<file path="config.mk">
export PLATFORM = sky130hd
export DESIGN_NAME = kway_merge_duplicate_histogram_core
export DESIGN_NICKNAME = d
export VERILOG_FILES = /design/src/design/kmdh_pkg.sv /design/src/design/kmdh_less.sv /design/src/design/kway_merge_duplicate_histogram_core.sv
export SDC_FILE = /design/constraint.sdc
export NUM_CORES = 2
export LEC_CHECK = 0
export ABC_CLOCK_PERIOD_IN_PS = 10810
export BUFFER_PORTS_ARGS = -buffer_cell sky130_fd_sc_hd__buf_2
export CAP_MARGIN = 20
export CORE_MARGIN = 1
export CORE_UTILIZATION = 45
export DETAILED_ROUTE_END_ITERATION = 16
export SLEW_MARGIN = 20
export SYNTH_ARGS = -nofsm -noshare
export SYNTH_HDL_FRONTEND = slang
export SYNTH_SLANG_ARGS = --single-unit
</file>
<file path="constraint.sdc">
create_clock -name clk -period 10.81 [get_ports clk]
set_input_delay 2.162 -clock clk [delete_from_list [all_inputs] [get_ports clk]]
set_output_delay 2.162 -clock clk [all_outputs]
set_load 0.005 [all_outputs]
</file>
<file path="src/design/kmdh_pkg.sv">
// Package with shared constants and types for the k-way merge histogram core.
`timescale 1ns / 1ps
package kmdh_pkg;
    localparam int WAYS       = 16;
    localparam int NODE_BITS  = 32;
    localparam int COUNT_BITS = 32;
    localparam int IDX_BITS   = $clog2(WAYS);
    localparam int FILL_BITS  = $clog2(WAYS + 1);

    localparam logic [1:0] OP_LOAD   = 2'd0;
    localparam logic [1:0] OP_POP    = 2'd1;
    localparam logic [1:0] OP_FINISH = 2'd2;
    localparam logic [1:0] OP_NONE   = 2'd3;

    localparam logic [1:0] KIND_ACK  = 2'd0;
    localparam logic [1:0] KIND_EDGE = 2'd1;
    localparam logic [1:0] KIND_BIN  = 2'd2;

    localparam logic [1:0] ST_OK    = 2'd0;
    localparam logic [1:0] ST_FULL  = 2'd1;
    localparam logic [1:0] ST_EMPTY = 2'd2;

    typedef enum logic [2:0] {
        S_IDLE,
        S_SCAN,
        S_POP_RD,
        S_POP_WR,
        S_CLOSE,
        S_EMIT
    } state_t;

    typedef struct packed {
        logic [NODE_BITS-1:0] src;
        logic [NODE_BITS-1:0] tgt;
        logic [3:0]           stream;
    } entry_t;
endpackage

</file>
<file path="src/design/kmdh_less.sv">
// Shared comparator deciding whether one queue entry orders before another.
`timescale 1ns / 1ps
module kmdh_less
    import kmdh_pkg::*;
(
    input  entry_t a,
    input  entry_t b,
    output logic   less
);
    always_comb
    begin
        if (a.src != b.src)
            less = a.src < b.src;
        else if (a.tgt != b.tgt)
            less = a.tgt < b.tgt;
        else
            less = a.stream < b.stream;
    end
endmodule

</file>
<file path="src/design/kway_merge_duplicate_histogram_core.sv">
// Top level of the k-way merge queue with duplicate-run histogram.
`timescale 1ns / 1ps
// Channel  | Ports                                            | Handshake
// command  | start, busy, opcode, edge_source, edge_target,   | start && !busy
//          | stream_index                                     |
// result   | result_valid, kind, status, out_source,          | result_valid, one
//          | out_target, out_stream, bin_multiplicity,        | cycle per transfer
//          | bin_count, last_of_run                           |
// A load, an empty pop and an unused opcode never raise busy; a load or an empty pop is
// acknowledged in the cycle after the transfer, and an unused opcode yields no result.
// A pop scans the queue one entry per cycle through the shared comparator, then moves
// the tail entry into the hole; its edge shows in the last busy cycle. A finish first
// closes the open run, then emits one histogram bin per cycle, the last bin showing
// in the first idle cycle. Reset is asynchronous and clears control state and the
// histogram. The receiver cannot stall, so every result leaves in the cycle it is shown.
module kway_merge_duplicate_histogram_core
    import kmdh_pkg::*;
(
    input  logic                  clk,
    input  logic                  rst_n,
    input  logic                  start,
    output logic                  busy,
    input  logic [1:0]            opcode,
    input  logic [NODE_BITS-1:0]  edge_source,
    input  logic [NODE_BITS-1:0]  edge_target,
    input  logic [3:0]            stream_index,
    output logic                  result_valid,
    output logic [1:0]            kind,
    output logic [1:0]            status,
    output logic [31:0]           out_source,
    output logic [31:0]           out_target,
    output logic [3:0]            out_stream,
    output logic [4:0]            bin_multiplicity,
    output logic [31:0]           bin_count,
    output logic                  last_of_run
);
    // Queue storage; only entries below the fill count are ever used.
    entry_t queue_mem [WAYS];

    state_t state_reg, state_next;
    logic [FILL_BITS-1:0]  fill_reg;
    logic [IDX_BITS-1:0]   scan_reg, best_reg;
    entry_t                best_e_reg, last_e_reg;
    logic [NODE_BITS-1:0]  run_src_reg, run_tgt_reg;
    logic                  run_open_reg;
    logic [FILL_BITS-1:0]  run_len_reg;
    logic [COUNT_BITS-1:0] bins_reg [WAYS];
    logic [IDX_BITS-1:0]   emit_reg;

    entry_t scan_e;
    logic   scan_less;

    logic                  rv_reg;
    logic [1:0]            kind_reg, status_reg;
    entry_t                oe_reg;
    logic [4:0]            mult_reg;
    logic [COUNT_BITS-1:0] cnt_reg;
    logic                  last_reg;

    assign scan_e = queue_mem[scan_reg];

    kmdh_less u_less (.a(scan_e), .b(best_e_reg), .less(scan_less));

    logic [IDX_BITS-1:0] close_idx;
    always_comb
    begin
        if (run_len_reg == '0)
            close_idx = '0;
        else
            close_idx = IDX_BITS'(run_len_reg - 1'b1);
    end

    logic accept;
    assign accept = start && !busy;
    assign busy   = (state_reg != S_IDLE);

    always_comb
    begin
        state_next = state_reg;
        case (state_reg)
            S_IDLE:
            begin
                if (accept)
                begin
                    case (opcode)
                        OP_POP:
                            state_next = (fill_reg == '0) ? S_IDLE : S_SCAN;
                        OP_FINISH: state_next = S_CLOSE;
                        default:   state_next = S_IDLE;
                    endcase
                end
            end
            S_SCAN:
            begin
                if (FILL_BITS'(scan_reg) + 1'b1 >= fill_reg)
                    state_next = S_POP_RD;
            end
            S_POP_RD: state_next = S_POP_WR;
            S_POP_WR: state_next = S_IDLE;
            S_CLOSE:  state_next = S_EMIT;
            S_EMIT:
            begin
                if (emit_reg == IDX_BITS'(WAYS - 1))
                    state_next = S_IDLE;
            end
            default:  state_next = S_IDLE;
        endcase
    end

    always_ff @(posedge clk or negedge rst_n)
    begin
        if (!rst_n)
            state_reg <= S_IDLE;
        else
            state_reg <= state_next;
    end

    // Queue memory writes: load appends, pop moves the tail into the hole.
    always_ff @(posedge clk)
    begin
        if (state_reg == S_IDLE && accept && opcode == OP_LOAD
            && fill_reg < FILL_BITS'(WAYS))
            queue_mem[fill_reg[IDX_BITS-1:0]] <=
                '{src: edge_source, tgt: edge_target, stream: stream_index};
        else if (state_reg == S_POP_WR)
            queue_mem[best_reg] <= last_e_reg;
    end

    always_ff @(posedge clk)
    begin
        case (state_reg)
            S_IDLE:
            begin
                scan_reg   <= IDX_BITS'(1);
                best_reg   <= '0;
                best_e_reg <= queue_mem[0];
            end
            S_SCAN:
            begin
                if (FILL_BITS'(scan_reg) < fill_reg && scan_less)
                begin
                    best_reg   <= scan_reg;
                    best_e_reg <= scan_e;
                end
                scan_reg <= scan_reg + 1'b1;
            end
            S_POP_RD:
                last_e_reg <= queue_mem[IDX_BITS'(fill_reg - 1'b1)];
            default:
            begin
            end
        endcase
    end

    always_ff @(posedge clk or negedge rst_n)
    begin
        if (!rst_n)
        begin
            fill_reg     <= '0;
            run_src_reg  <= '0;
            run_tgt_reg  <= '0;
            run_open_reg <= 1'b0;
            run_len_reg  <= '0;
            emit_reg     <= '0;
            for (int i = 0; i < WAYS; i++)
                bins_reg[i] <= '0;
        end
        else
        begin
            case (state_reg)
                S_IDLE:
                begin
                    emit_reg <= '0;
                    if (accept && opcode == OP_LOAD && fill_reg < FILL_BITS'(WAYS))
                        fill_reg <= fill_reg + 1'b1;
                end
                S_POP_RD:
                begin
                    fill_reg <= fill_reg - 1'b1;
                    if (run_open_reg && best_e_reg.src == run_src_reg
                        && best_e_reg.tgt == run_tgt_reg)
                    begin
                        if (run_len_reg < FILL_BITS'(WAYS))
                            run_len_reg <= run_len_reg + 1'b1;
                    end
                    else
                    begin
                        if (run_open_reg && bins_reg[close_idx] != '1)
                            bins_reg[close_idx] <= bins_reg[close_idx] + 1'b1;
                        run_open_reg <= 1'b1;
                        run_src_reg  <= best_e_reg.src;
                        run_tgt_reg  <= best_e_reg.tgt;
                        run_len_reg  <= FILL_BITS'(1);
                    end
                end
                S_CLOSE:
                begin
                    if (run_open_reg && bins_reg[close_idx] != '1)
                        bins_reg[close_idx] <= bins_reg[close_idx] + 1'b1;
                    run_open_reg <= 1'b0;
                    run_src_reg  <= '0;
                    run_tgt_reg  <= '0;
                    run_len_reg  <= '0;
                end
                S_EMIT:
                begin
                    bins_reg[emit_reg] <= '0;
                    emit_reg <= emit_reg + 1'b1;
                end
                default:
                begin
                end
            endcase
        end
    end

    // Result register: one transfer per strobe, zero in unused fields; last_of_run is one outside bins.
    // From idle only a load or a pop on an empty queue answers at once.
    always_ff @(posedge clk or negedge rst_n)
    begin
        if (!rst_n)
            rv_reg <= 1'b0;
        else
            rv_reg <= (state_reg == S_IDLE && accept
                       && (opcode == OP_LOAD || (opcode == OP_POP && fill_reg == '0)))
                      || state_reg == S_POP_RD || state_reg == S_EMIT;
    end

    always_ff @(posedge clk)
    begin
        kind_reg   <= KIND_ACK;
        status_reg <= ST_OK;
        oe_reg     <= '0;
        mult_reg   <= '0;
        cnt_reg    <= '0;
        last_reg   <= 1'b1;
        case (state_reg)
            S_IDLE:
            begin
                if (opcode == OP_LOAD)
                    status_reg <= (fill_reg >= FILL_BITS'(WAYS)) ? ST_FULL : ST_OK;
                else
                begin
                    kind_reg   <= KIND_EDGE;
                    status_reg <= ST_EMPTY;
                end
            end
            S_POP_RD:
            begin
                kind_reg <= KIND_EDGE;
                oe_reg   <= best_e_reg;
            end
            S_EMIT:
            begin
                kind_reg <= KIND_BIN;
                mult_reg <= 5'(emit_reg) + 5'd1;
                cnt_reg  <= bins_reg[emit_reg];
                last_reg <= (emit_reg == IDX_BITS'(WAYS - 1));
            end
            default:
            begin
            end
        endcase
    end

    assign result_valid     = rv_reg;
    assign kind             = kind_reg;
    assign status           = status_reg;
    assign out_source       = oe_reg.src;
    assign out_target       = oe_reg.tgt;
    assign out_stream       = oe_reg.stream;
    assign bin_multiplicity = mult_reg;
    assign bin_count        = cnt_reg;
    assign last_of_run      = last_reg;
endmodule

</file>
---- After elaboration in Yosys (flattened, before gate mapping) ----
Memory sizes are Yosys's and may differ from the RTL's. A register that Yosys moved wholly into a read port is not among the register bits.
Cells that the tools add are included.
word-level totals
  RAM bits ................................ 1088
  memories kept ........................... 1
  logic and storage cells ................. 173
  output and inout bits ................... 112
  input bits .............................. 73
  flip-flop bits (word level) ............. 781
operators by class
  add/sub/neg operators ................... 9
  equal/unequal tests ..................... 20
  muxes and demuxes ....................... 53
  reductions and logical operators ........ 36
  order comparisons ....................... 12
  bitwise operators ....................... 4
memory list
  memory     depth  bits a word  rd ports  clocked after Yosys merged registers in  wr ports  RTL line                                   source
  queue_mem  16     68           3         2                                        1         kway_merge_duplicate_histogram_core.sv:38  entry_t queue_mem [WAYS];
operators by type and width
  operator                                       count
  case mux 512 bit (3 select lines)              1
  2-to-1 mux 512 bit                             2
  bitwise AND 512 bit                            1
  bitwise mux 512 bit                            1
  inverter 512 bit                               1
  binary-select mux 32 bit (select 4 bit)        2
  demux 32 bit (select 4 bit)                    2
  2-to-1 mux 32 bit                              8
  2-to-1 mux 68 bit                              2
  case mux 68 bit (2 select lines)               1
  case mux 32 bit (2 select lines)               2
  OR reduction 68 bit                            1
  equality test 32 bit                           2
  < comparator 32 bit                            2
  != test 32 bit                                 2
  adder 32 x 1 -> 32 bit, second input constant  1
  != test 32 bit, second input constant          1
  case mux 4 bit (2 select lines)                3
  case mux 5 bit (2 select lines)                2
  2-to-1 mux 4 bit                               4
  >= comparator 5 bit, second input constant     3
  2-to-1 mux 5 bit                               3
  case mux 3 bit (5 select lines)                1
  logical AND 1 bit                              14
  35 further kinds                               72

---- Logic depth before layout (Yosys ltp) ----
  depth after elaboration ................. 11
  mapped depth ............................ 23
  gate-level depth less buffers ........... 14

---- Modules after synthesis ----
Synthesis repeated with hierarchy kept, for this count alone.
second synthesis, totals
  cells, all modules ...................... 5833
  area, all modules ....................... 92371.1 um^2
by module, submodules not included
  module                               cells each  area each (um^2)  instances
  kway_merge_duplicate_histogram_core  5598        90682.0           1
  kmdh_less                            235         1689.1            1

---- Worst setup path after synthesis ----
OpenSTA, ideal clock, no wires.
  kind .................................... reg2reg
  from .................................... register with a tool-made name
  to ...................................... register best_e_reg[0] (netlist bit), enable pin
  clock period less this slack ............ 10392 ps
  path slack .............................. 418 ps
  cell stages (with the launch flop) ...... 17
  buffers on the path ..................... 3
  data arrival time ....................... 9783 ps
  cells stage by stage .................... dfxtp_1 > buf_1 > buf_1 > buf_1 > mux4_2 > mux4_2 > ha_1 > a21o_1 > a21o_1 > a21o_1 > a21oi_1 > nor2b_1 > o211ai_1 > a211oi_1 > a2111oi_0 > a21oi_1 > o31ai_1
RTL lines
  what                  RTL line                                    source
  to (signal assigned)  kway_merge_duplicate_histogram_core.sv:136  best_e_reg <= queue_mem[0];
  to (signal assigned)  kway_merge_duplicate_histogram_core.sv:143  best_e_reg <= scan_e;
  to (decl)             kway_merge_duplicate_histogram_core.sv:43   entry_t best_e_reg, last_e_reg;

==> metrics.yaml <==
sta:
  period_needed_ns: 8.11
  setup_tns_ns: 0
  hold_viol: 0
  fin_crit_sh_pct: 75.0
  skew_ns: 0.0894
  worst_pin_slew_ns: 1.16
  setup_viol: 0
  finalMaxSlewViolations: 0
  grt_setup_unrepaired: "no"
  max_clock_freq_ghz: 0.123
  relSlewSlack_pct: 22.9
global_routing:
  antenna_found_initial: 10
  use_met3_pct: 5.55
  use_met1_pct: 38.6
  overflow: 0
  met2_usage_pct: 45.7
  grt_pass1_vias: 61100
  grt_usage_pct: 28.5
  grt_pass1_wl_mm: 440
  grt_max_degree: 148
  busiest_layer: "met2"
floorplan:
  coreArea_sq_um: 210000
  die_h_um: 462
  die-area_sq_um: 214000
  start_util_pct: 45.4
  die_x_um: 462
  ios: 185
  row_count: 168
pwr:
  pwr_density_cell_nw_per_um2: 146
  ir_drop_v: 0.000184
  power.share.clock_pct: 48.0
  swShare_pct: 21.4
  p_int_w: 0.0121
  switchingPower_w: 0.00330
  leakagePower_nw: 40.5
  power_frac_comb_pct: 0.9
  power_w: 0.0154
  pwr-share-seq_pct: 51.1
worst_setup_path:
  cp_slowest_cell: "o31ai_1"
  r2r_end: "best_e_reg[35]$_DFFE_PP_"
  cp-endpoint: "best_e_reg[35]$_DFFE_PP_"
  cp-end-kind: "flop"
  reg2reg_slack_ns: 2.70
  critPathRequiredTime_ns: 11.30
  cpPeakStageDelay_ns: 0.90
  reg2reg_depth: 13
  path_max_fanout: 46
  crit_path_frequent_cell: "buf_4"
  crit_chain: "buf_4, buf_4, mux4_2, mux4_2, ha_1, nand4_1, nor4_1, nand4_1, o31ai_1, a21oi_1, o31ai_4, buf_4, buf_4"
  cp_data_arrival_time_ns: 8.60
  worst-setup-path-type: "reg2reg"
  cp-start-kind: "flop"
route:
  vias: 60700
  vias_per_cell: 6.46
  wl_per_cell_um: 32.2
  drtIter0Drc: 7332
  ant_nets: 0
  routed_wl_mm: 303
  dr.pass1.iters: 6
  drc: 0
clock_tree:
  cts_max_path_buffers: 3
  clk_pin_slew_ns: 0.06
  cts_root_buffer: "clkbuf_16"
  clkLatencyLatePin_ns: 0.90
  cts_setup_buffers: 0
  tritoncts: "yes"
  cts_made_buffers: 210
  cts.htree.levels: 4
  post_cts_resized: 0
  hold_buffers: 0
  cts_sinks: 1941
placed_design:
  gp_congestion: 0.855
  port_buffers: 184
  dpl.hpwl_mm: 175
synth:
  async_flop_share_pct: 30.7
  netlist_area_sq_um: 95300
  yosysWarnings: 0
  synth.distinct_cells: 91
  seq_area_frac_synth_pct: 56.8
  synth_nets: 6533
  synth_edf_count: 1232
  syn_area_per_cell_sq_um: 15.0
  synth_seq_cells: 1941
  synth_cells: 6367
  ys.flop_type: "edfxtp_1"
layout:
  drive_gt1_share_pct: 25.1
  fin_nets: 6575
  area_delta_synth_final_pct: 11.2
  largest_register_ffs: 1088
min_path:
  hold_path.class: "reg2reg"
job:
  max-cap-violations: 0
outcome:
  outcome: "complete, no violations"
## worst min-delay path by stage
stage / from / endpoint / slack, ns / cells after the start
after CTS: bins_reg[14]$_DFFE_PN0P_ / bins_reg[14]$_DFFE_PN0P_ / 0.51 / 1
after floorplan: best_e_reg[0]$_DFFE_PP_ / out_stream[0]$_SDFF_PN0_ / 0.45 / 1
after global routing: bins_reg[14]$_DFFE_PN0P_ / bins_reg[14]$_DFFE_PN0P_ / 0.53 / 1
after detailed placement: bins_reg[4]$_DFFE_PN0P_ / bins_reg[4]$_DFFE_PN0P_ / 0.50 / 1
final: bins_reg[14]$_DFFE_PN0P_ / bins_reg[14]$_DFFE_PN0P_ / 0.51 / 1
after global placement: bins_reg[16]$_DFFE_PN0P_ / bins_reg[16]$_DFFE_PN0P_ / 0.49 / 1
## power groups by stage
| stage | clock (W) | sequential, W | combinational, W |
|---|---|---|---|
| after floorplan | 0 | 0.00804 | 0.0000399 |
| after global placement | 0 | 0.00804 | 0.000136 |
| after detailed placement | 0 | 0.00804 | 0.000140 |
| after CTS | 0.00751 | 0.00789 | 0.000140 |
| after global routing | 0.00778 | 0.00789 | 0.000154 |
| final | 0.00741 | 0.00789 | 0.000134 |
## final cells by class
| cell class | count | area, sq um |
|---|---|---|
| fill | 17500 | 104000 |
| sequential | 1941 | 54200 |
| multi-input combinational | 3824 | 38600 |
| clock buffer | 284 | 5760 |
| tap | 2805 | 3510 |
| timing repair buffer | 337 | 2210 |
| clock inverter | 115 | 1330 |
| inverter | 95 | 362 |
| antenna | 6 | 15.0 |
## kinds of logic (layout without fill, tap and decap cells)
logic type	count (synthesis)	after routing	synth area share [%]
compound gates	510	510	3.62
xor+xnor	90	90	0.850
fa+ha+maj	93	93	1.22
buf+inv	602	831	3.15
flops	1941	1941	56.8
mux	1448	1448	26.4
other cells	0	6	0
simple gates	1683	1683	7.95
## synth_stat cells (19+ instances only)
master	n	area, sq um
dfrtp_1	595	14900
buf_1	78	293
nand2b_1	26	163
inv_1	93	349
ha_1	93	1160
and2_1	55	344
a21oi_1	83	415
dfxtp_1	114	2280
buf_12	28	561
clkbuf_1	297	1110
buf_2	52	260
o2bb2ai_1	39	342
a21o_1	21	158
a211oi_1	41	308
edfxtp_1	1232	37000
nand2_1	1058	3970
mux2_2	25	282
nor4_1	22	138
nand3_1	141	706
a2111oi_0	31	272
xnor2_1	26	228
nor2b_1	19	119
xor2_1	61	534
mux4_2	850	19100
mux2i_1	573	5740
nand4_1	37	231
o21ai_0	146	731
nor2_1	164	616
nor3_1	50	250
and3_1	52	325
a221oi_1	27	236
buf_4	45	338
## placed cells by master (no fill, tap or decap), types with 30 or more instances in the layout
| cell | instances |
|---|---|
| a2111oi_0 | 30 |
| a211oi_1 | 41 |
| a21oi_1 | 83 |
| and2_1 | 54 |
| and3_1 | 52 |
| buf_2 | 183 |
| buf_4 | 143 |
| clkbuf_1 | 52 |
| clkbuf_16 | 211 |
| clkinv_2 | 43 |
| dfrtp_1 | 589 |
| dfxtp_1 | 110 |
| edfxtp_1 | 1232 |
| ha_1 | 91 |
| inv_1 | 91 |
| mux2i_1 | 573 |
| mux4_2 | 850 |
| nand2_1 | 1052 |
| nand3_1 | 129 |
| nand4_1 | 37 |
| nor2_1 | 144 |
| nor3_1 | 49 |
| o21ai_0 | 146 |
| o2bb2ai_1 | 39 |
| xor2_1 | 55 |
## metrics by stage
stage | setup WS (ns) | instance area, sq um | instances | hold WS [ns] | utilization, %
2_1_floorplan | 0.418 | 95300 | 6367 | 0.449 | -
3_3_place_gp | 2.61 | 98800 | 9001 | 0.488 | 47.0
3_5_place_dp | 2.56 | 98900 | 9002 | 0.496 | 47.1
4_1_cts | 2.59 | 106000 | 9401 | 0.512 | 50.5
5_1_grt | 2.43 | 106000 | 9401 | 0.526 | 50.5
6_report | 2.70 | 106000 | 9407 | 0.511 | 50.5
## worst max-delay path: cells and delay by family, from the launching register on
family          cells  cell delay [ns]
compound gates      3             1.48
fa+ha+maj           1             0.33
buf+inv             4             2.61
flops               1             0.67
mux                 2             1.13
simple gates        3             1.39
## routing by layer
layer | up-vias | share of wire (%) | wire length (um)
met3 | 657 | 8.9 | 27000
li1 | 24800 | - | -
met2 | 3290 | 48 | 145000
met5 | - | 0 | 0
met4 | 0 | 4.0 | 12100
met1 | 32000 | 39 | 119000
(Power assumes the default switching activity.)
